File: src/design/assert_macros.svh
// Assertion macros shared by the wavetable mixer modules.
// Each macro wraps one clocked concurrent assertion with an asynchronous-reset disable.
`ifndef ASSERT_MACROS_SVH
`define ASSERT_MACROS_SVH

// Check that a property holds at every rising clock edge outside reset.
`define ASSERT_CLK(lbl, clk, rstn, prop) \
	lbl: assert property (@(posedge clk) disable iff (!rstn) (prop)) \
		else $error("assertion failed");

// Check that a condition never holds at a rising clock edge outside reset.
`define ASSERT_NEVER(lbl, clk, rstn, cond) \
	lbl: assert property (@(posedge clk) disable iff (!rstn) !(cond)) \
		else $error("forbidden condition seen");

`endif

File: src/design/wvm_pkg.sv
// Package of the wavetable voice mixer: constants, codes and shared types.
// Used by every module of the block; the channel interfaces do not use it.
`timescale 1ns / 1ps

package wvm_pkg;

	localparam int VOICES_DEF     = 4;
	localparam int WAVE_BYTES_DEF = 8192;
	localparam int RAW_W          = 13;
	localparam int PHASE_W        = 20;
	localparam int RECIP_SH       = 26;
	localparam int QDEPTH         = 2;

	localparam logic [1:0] KIND_TICK  = 2'd0;
	localparam logic [1:0] KIND_VOICE = 2'd1;
	localparam logic [1:0] KIND_WAVE  = 2'd2;

	localparam logic [15:0] WAVE_CENTER = 16'd8;

	typedef enum logic [1:0] {
		OP_TICK,
		OP_VOICE,
		OP_WAVE
	} op_t;

	typedef enum logic [2:0] {
		BK_IDLE,
		BK_ISSUE,
		BK_DRAIN,
		BK_SCALE,
		BK_EMIT
	} bk_state_t;

	typedef struct packed {
		op_t         op;
		logic [1:0]  voice;
		logic [15:0] frequency;
		logic [7:0]  voice_volume;
		logic [7:0]  waveform;
		logic [12:0] wave_address;
		logic [7:0]  wave_byte;
		logic        last_in_buffer;
	} cmd_t;

	typedef struct packed {
		logic valid;
		cmd_t cmd;
	} q_head_t;

endpackage

File: src/design/wvm_in_if.sv
// Input item channel of the wavetable voice mixer: valid, ready and item fields.
// Depends on nothing; the field widths are fixed.
`timescale 1ns / 1ps

interface wvm_in_if;
	logic        valid;
	logic        ready;
	logic [1:0]  kind;
	logic [1:0]  voice;
	logic [15:0] frequency;
	logic [7:0]  voice_volume;
	logic [7:0]  waveform;
	logic [12:0] wave_address;
	logic [7:0]  wave_byte;
	logic        last_in_buffer;

	modport source (
		output valid, kind, voice, frequency, voice_volume, waveform,
		output wave_address, wave_byte, last_in_buffer,
		input  ready
	);
	modport sink (
		input  valid, kind, voice, frequency, voice_volume, waveform,
		input  wave_address, wave_byte, last_in_buffer,
		output ready
	);
endinterface

File: src/design/wvm_front.sv
// Front part of the mixer: accepts input items, classifies them and queues them.
// Depends on wvm_pkg, wvm_in_if and assert_macros.svh.
`timescale 1ns / 1ps
`include "assert_macros.svh"

module wvm_front (
	input  logic           clk,
	input  logic           arst_n,
	wvm_in_if.sink         items,
	output wvm_pkg::q_head_t head,
	input  logic           pop
);

	localparam int PTR_W = (wvm_pkg::QDEPTH > 1) ? $clog2(wvm_pkg::QDEPTH) : 1;
	localparam int CNT_W = $clog2(wvm_pkg::QDEPTH + 1);

	wvm_pkg::cmd_t fifo_q [wvm_pkg::QDEPTH];
	logic [PTR_W-1:0] wp_q;
	logic [PTR_W-1:0] rp_q;
	logic [CNT_W-1:0] cnt_q;
	logic             keep;
	logic             push;
	wvm_pkg::cmd_t    cmd_in;

	always_comb begin
		keep      = 1'b1;
		cmd_in.op = wvm_pkg::OP_TICK;
		case (items.kind)
			wvm_pkg::KIND_TICK:  cmd_in.op = wvm_pkg::OP_TICK;
			wvm_pkg::KIND_VOICE: cmd_in.op = wvm_pkg::OP_VOICE;
			wvm_pkg::KIND_WAVE:  cmd_in.op = wvm_pkg::OP_WAVE;
			default:             keep = 1'b0;
		endcase
		cmd_in.voice          = items.voice;
		cmd_in.frequency      = items.frequency;
		cmd_in.voice_volume   = items.voice_volume;
		cmd_in.waveform       = items.waveform;
		cmd_in.wave_address   = items.wave_address;
		cmd_in.wave_byte      = items.wave_byte;
		cmd_in.last_in_buffer = items.last_in_buffer;
	end

	assign items.ready = (cnt_q != CNT_W'(wvm_pkg::QDEPTH));
	assign push        = items.valid && items.ready && keep;
	assign head.valid  = (cnt_q != '0);
	assign head.cmd    = fifo_q[rp_q];

	always_ff @(posedge clk) begin
		if (push) begin
			fifo_q[wp_q] <= cmd_in;
		end
	end

	always_ff @(posedge clk or negedge arst_n) begin
		if (!arst_n) begin
			wp_q  <= '0;
			rp_q  <= '0;
			cnt_q <= '0;
		end else begin
			if (push) begin
				wp_q <= (wp_q == PTR_W'(wvm_pkg::QDEPTH - 1)) ? '0 : wp_q + 1'b1;
			end
			if (pop) begin
				rp_q <= (rp_q == PTR_W'(wvm_pkg::QDEPTH - 1)) ? '0 : rp_q + 1'b1;
			end
			case ({push, pop})
				2'b10:   cnt_q <= cnt_q + 1'b1;
				2'b01:   cnt_q <= cnt_q - 1'b1;
				default: cnt_q <= cnt_q;
			endcase
		end
	end

	`ASSERT_NEVER(a_pop_empty, clk, arst_n, pop && (cnt_q == '0))
	`ASSERT_NEVER(a_push_full, clk, arst_n, push && (cnt_q == CNT_W'(wvm_pkg::QDEPTH)))
	`ASSERT_CLK(a_cnt_range, clk, arst_n, cnt_q <= CNT_W'(wvm_pkg::QDEPTH))

endmodule

File: src/flat_wrapper.sv
// flat-port wrapper written by rule: the top's interface ports become plain ports
module wvm_front_flat 
  (clk, arst_n, head, pop, items_valid, items_kind, items_voice, items_frequency, items_voice_volume, items_waveform, items_wave_address, items_wave_byte, items_last_in_buffer, items_ready);
  wvm_in_if items_i ();
  input  logic clk;
  input  logic arst_n;
  output wvm_pkg::q_head_t head;
  input  logic pop;
  input wire logic [$bits(items_i.valid)-1:0] items_valid;
  input wire logic [$bits(items_i.kind)-1:0] items_kind;
  input wire logic [$bits(items_i.voice)-1:0] items_voice;
  input wire logic [$bits(items_i.frequency)-1:0] items_frequency;
  input wire logic [$bits(items_i.voice_volume)-1:0] items_voice_volume;
  input wire logic [$bits(items_i.waveform)-1:0] items_waveform;
  input wire logic [$bits(items_i.wave_address)-1:0] items_wave_address;
  input wire logic [$bits(items_i.wave_byte)-1:0] items_wave_byte;
  input wire logic [$bits(items_i.last_in_buffer)-1:0] items_last_in_buffer;
  output wire logic [$bits(items_i.ready)-1:0] items_ready;
  assign items_i.valid = items_valid;
  assign items_i.kind = items_kind;
  assign items_i.voice = items_voice;
  assign items_i.frequency = items_frequency;
  assign items_i.voice_volume = items_voice_volume;
  assign items_i.waveform = items_waveform;
  assign items_i.wave_address = items_wave_address;
  assign items_i.wave_byte = items_wave_byte;
  assign items_i.last_in_buffer = items_last_in_buffer;
  assign items_ready = items_i.ready;
  wvm_front u_core (.clk(clk), .arst_n(arst_n), .items(items_i), .head(head), .pop(pop));
endmodule
File: config.mk
export PLATFORM = sky130hd
export DESIGN_NAME = wvm_front_flat
export DESIGN_NICKNAME = d
export VERILOG_FILES = /design/src/design/wvm_pkg.sv /design/src/design/wvm_in_if.sv /design/src/design/wvm_front.sv /design/src/flat_wrapper.sv
export VERILOG_INCLUDE_DIRS = /design/src /design/src/design
export SDC_FILE = /design/constraint.sdc
export NUM_CORES = 1
export LEC_CHECK = 0
export BUFFER_PORTS_ARGS = -buffer_cell sky130_fd_sc_hd__buf_2
export CORE_MARGIN = 5
export CORE_UTILIZATION = 44
export CTS_CLUSTER_DIAMETER = 120
export DETAILED_ROUTE_END_ITERATION = 12
export HOLD_SLACK_MARGIN = 0.03
export MAX_ROUTING_LAYER = met4
export PLACE_DENSITY_LB_ADDON = 0.2
export SYNTH_ARGS = -nofsm -noshare
export SYNTH_HDL_FRONTEND = slang
export SYNTH_SLANG_ARGS = --single-unit
File: constraint.sdc
create_clock -name clk -period 11.8 [get_ports clk]
set_clock_uncertainty 0.2 [all_clocks]
set_input_delay 1.18 -clock clk [delete_from_list [all_inputs] [get_ports clk]]
set_output_delay 1.18 -clock clk [all_outputs]
set_load 0.05 [all_outputs]
==> impl_metrics.yaml <==
setup_path:
  r2r_cells: 4
  path_cells: "buf_4 -> mux2_2 -> buf_2"
  cp_slowest_cell: "dfrtp_2"
  cp.depth: 3
  cp_top_family: "flip-flops"
  startpoint: "u_core.rp_q"
  cp-end-kind: "output pin"
  worst_ep_arrival_time_ns: 2.46
  critPathKind: "reg2out"
  cp-start-kind: "flip-flop"
  r2r_slack_ns: 9.25
  reg2reg_from: "u_core.cnt_q[0]"
  critPathBufInv: 2
  worstPathMaxFanout: 35
  cp.required_ns: 10.42
  worst_path_largest_cell_delay_ns: 0.78
synthesis:
  synth_nets: 264
  synth_area_leaders: "edfxtp_1 (79%), mux2_2 (12%), mux2_4 (3.4%)"
  synth_edf_count: 116
  synth.most_common_cell: "edfxtp_1"
  async_flop_share_pct: 3.33
  ys.warnings.count: 0
  yosysTopAreaCellShare_pct: 78.5
  synth-seq-cells: 120
  synth_top_area_cell: "edfxtp_1"
  syn_avg_cell_area_sq_um: 22.1
  synth_common_cells: "edfxtp_1 (116), mux2_2 (48), mux2_4 (10)"
  synthFlopType: "edfxtp_1"
  synth_area_sq_um: 4440
  synth_cell_types: 17
  synthCells: 201
  ys_seq_area_share_pct: 80.8
cts:
  cts_tree: "built"
  cts_buffer_depth: 2
  cts_hold_buf: 0
  cts_root_buf: "clkbuf_8"
  htree_levels: 4
  path_clk_slew_ns: 0.05
  cts_resized: 0
  post_cts_buffers: 0
  numCtsBuffers: 17
  clock_latency_ns: 0.48
  numClockSinks: 120
power_and_ir_drop:
  power_switching_uw: 639
  total_power_uw: 1670
  leakagePower_uw: 0.00218
  internal-power_uw: 1030
  comb_power_share_pct: 36.4
  swShare_pct: 38.3
  power_frac_clock_pct: 27.8
  ir_worst_vdd_uv: 133
  seqPwrFrac_pct: 35.8
  powerDensity_nw_per_um2: 291
detailed_routing:
  ant_nets: 0
  avgRoutedWirePerCell_um: 15.9
  drtPass1Iterations: 4
  via_per_inst: 4.67
  drt-initial-drc-count: 98
  drc: 0
  routed_wirelength_um: 7660
  num_vias: 2250
timing:
  maxSlewHeadroom_pct: 50.2
  rsz0062_at_grt: "false"
  final.period_utilization_pct: 32.5
  fmaxAchievable_ghz: 0.261
  min_period_ns: 3.84
  fin_ws_ns: 7.96
  fin_hold_ws_ns: 0.287
  hold_viol: 0
  finalMaxSlewViolations: 0
  finalSetupViolCount: 0
  worst_slew_pin_slew_ns: 0.746
  fin_setup_tns_ns: 0
final_layout:
  nNetsFinal: 400
  regArea_sq_um: 3580
  fill_cells: 797
  final_layout_size_suffix_gt1_share_pct: 62.1
  finalInstanceArea_sq_um: 5740
  areaGrowthSynthToFinish_pct: 29.3
  multiInputGateArea_sq_um: 807
floorplan:
  fp.dieW_um: 110
  placementRows: 36
  start_util_pct: 45.2
  io_pins: 122
  dieArea_sq_um: 12200
  core_area_sq_um: 9820
  die_h_um: 110
global_routing:
  grt_overflow: 0
  grt_max_degree: 36
  grt_pass1_wl_um: 12200
  antenna_found_initial: 1
  grt_pass1_vias: 2449
  grt.total_usage_pct: 13.3
outcome:
  status: "completed"
place:
  port_buffers: 121
  placed_area_sq_um: 5190
  gp_congestion: 0.675
  hpwl_um: 5120
  place_ws_ns: 8.38
flow_run:
  drv_cap: 0
min_path:
  hold_class: "in2async"
[cells by family (layout without fill, tap and decap cells)]
| group | after synthesis | after routing | synth area share (%) |
|---|---|---|---|
| other cells | 0 | 1 | 0 |
| fa+ha+maj | 1 | 1 | 0.282 |
| simple gates | 9 | 9 | 1.02 |
| mux | 58 | 58 | 15.6 |
| xor+xnor | 5 | 5 | 0.987 |
| flops | 120 | 120 | 80.8 |
| buf+inv | 8 | 155 | 1.38 |
[final timing paths]
path | to
max | head[25]
min in group clk | u_core.cnt_q[1]
min reg2reg | u_core.cnt_q[1]
max reg2reg | u_core.fifo_q[0][25]
max in group asynchronous | u_core.rp_q
min | u_core.cnt_q[1]
[sequential cells by signal (all words and copies together), names as in the netlist]
name           count
u_core.wp_q        1
u_core.rp_q        1
u_core.fifo_q    116
u_core.cnt_q       2
[routing by layer]
metal  vias up  global-route usage, %  routed length, um
met5         -                      -                  0
met2        81                   21.1               3950
li1       1063                      -                  -
met3         2                   4.98                468
met1      1104                   15.7               3200
met4         0                   4.43                 36
[per-stage QoR]
| step | util [%] | cells |
|---|---|---|
| floorplan | - | 201 |
| global placement | 52.9 | 451 |
| detailed placement | 52.9 | 451 |
| CTS | 58.4 | 481 |
| global route | 58.4 | 482 |
| finish | 58.4 | 482 |
[layout make-up]
class / count / area share [%]
multi-input combinational: 73 / 14.1
antenna: 1 / 0.0436
sequential: 120 / 62.5
timing repair buffer: 124 / 10.9
inverter: 1 / 0.0654
tap: 133 / 2.90
clock inverter: 13 / 2.29
clock buffer: 17 / 7.22
[cell usage in the layout, fill, tap and decap left out]
cell type | synthesis | final
buf_4 | 0 | 3
dfrtp_1 | 4 | 3
nand2_1 | 1 | 1
edfxtp_1 | 116 | 116
clkinvlp_4 | 0 | 5
inv_6 | 0 | 1
mux2_2 | 48 | 48
nor2b_1 | 2 | 2
inv_1 | 1 | 1
diode_2 | 0 | 1
buf_2 | 4 | 121
bufinv_16 | 0 | 2
ha_1 | 1 | 1
nand2b_1 | 1 | 1
mux2_4 | 10 | 10
nand3_1 | 1 | 1
nor2_1 | 3 | 1
or2_2 | 1 | 1
nor2_4 | 0 | 2
dfrtp_2 | 0 | 1
xnor2_1 | 3 | 3
clkbuf_8 | 0 | 1
clkinv_2 | 0 | 5
clkbuf_16 | 0 | 16
xor2_1 | 2 | 2
[power groups by stage]
stage / clock network (uW) / registers (uW) / logic (uW)
2_1_floorplan: 0 / 588 / 518
3_3_place_gp: 0 / 604 / 618
3_5_place_dp: 0 / 608 / 617
4_1_cts: 475 / 600 / 619
5_1_grt: 499 / 606 / 639
6_report: 464 / 598 / 608
[worst reg2reg max path, cell delays in order (launching register included)]
cell	delay (ns)
dfrtp_1	0.40
nand2b_1	0.14
nand3_1	0.25
nor2_4	0.66
buf_4	0.54
(Power assumes the default switching activity.)
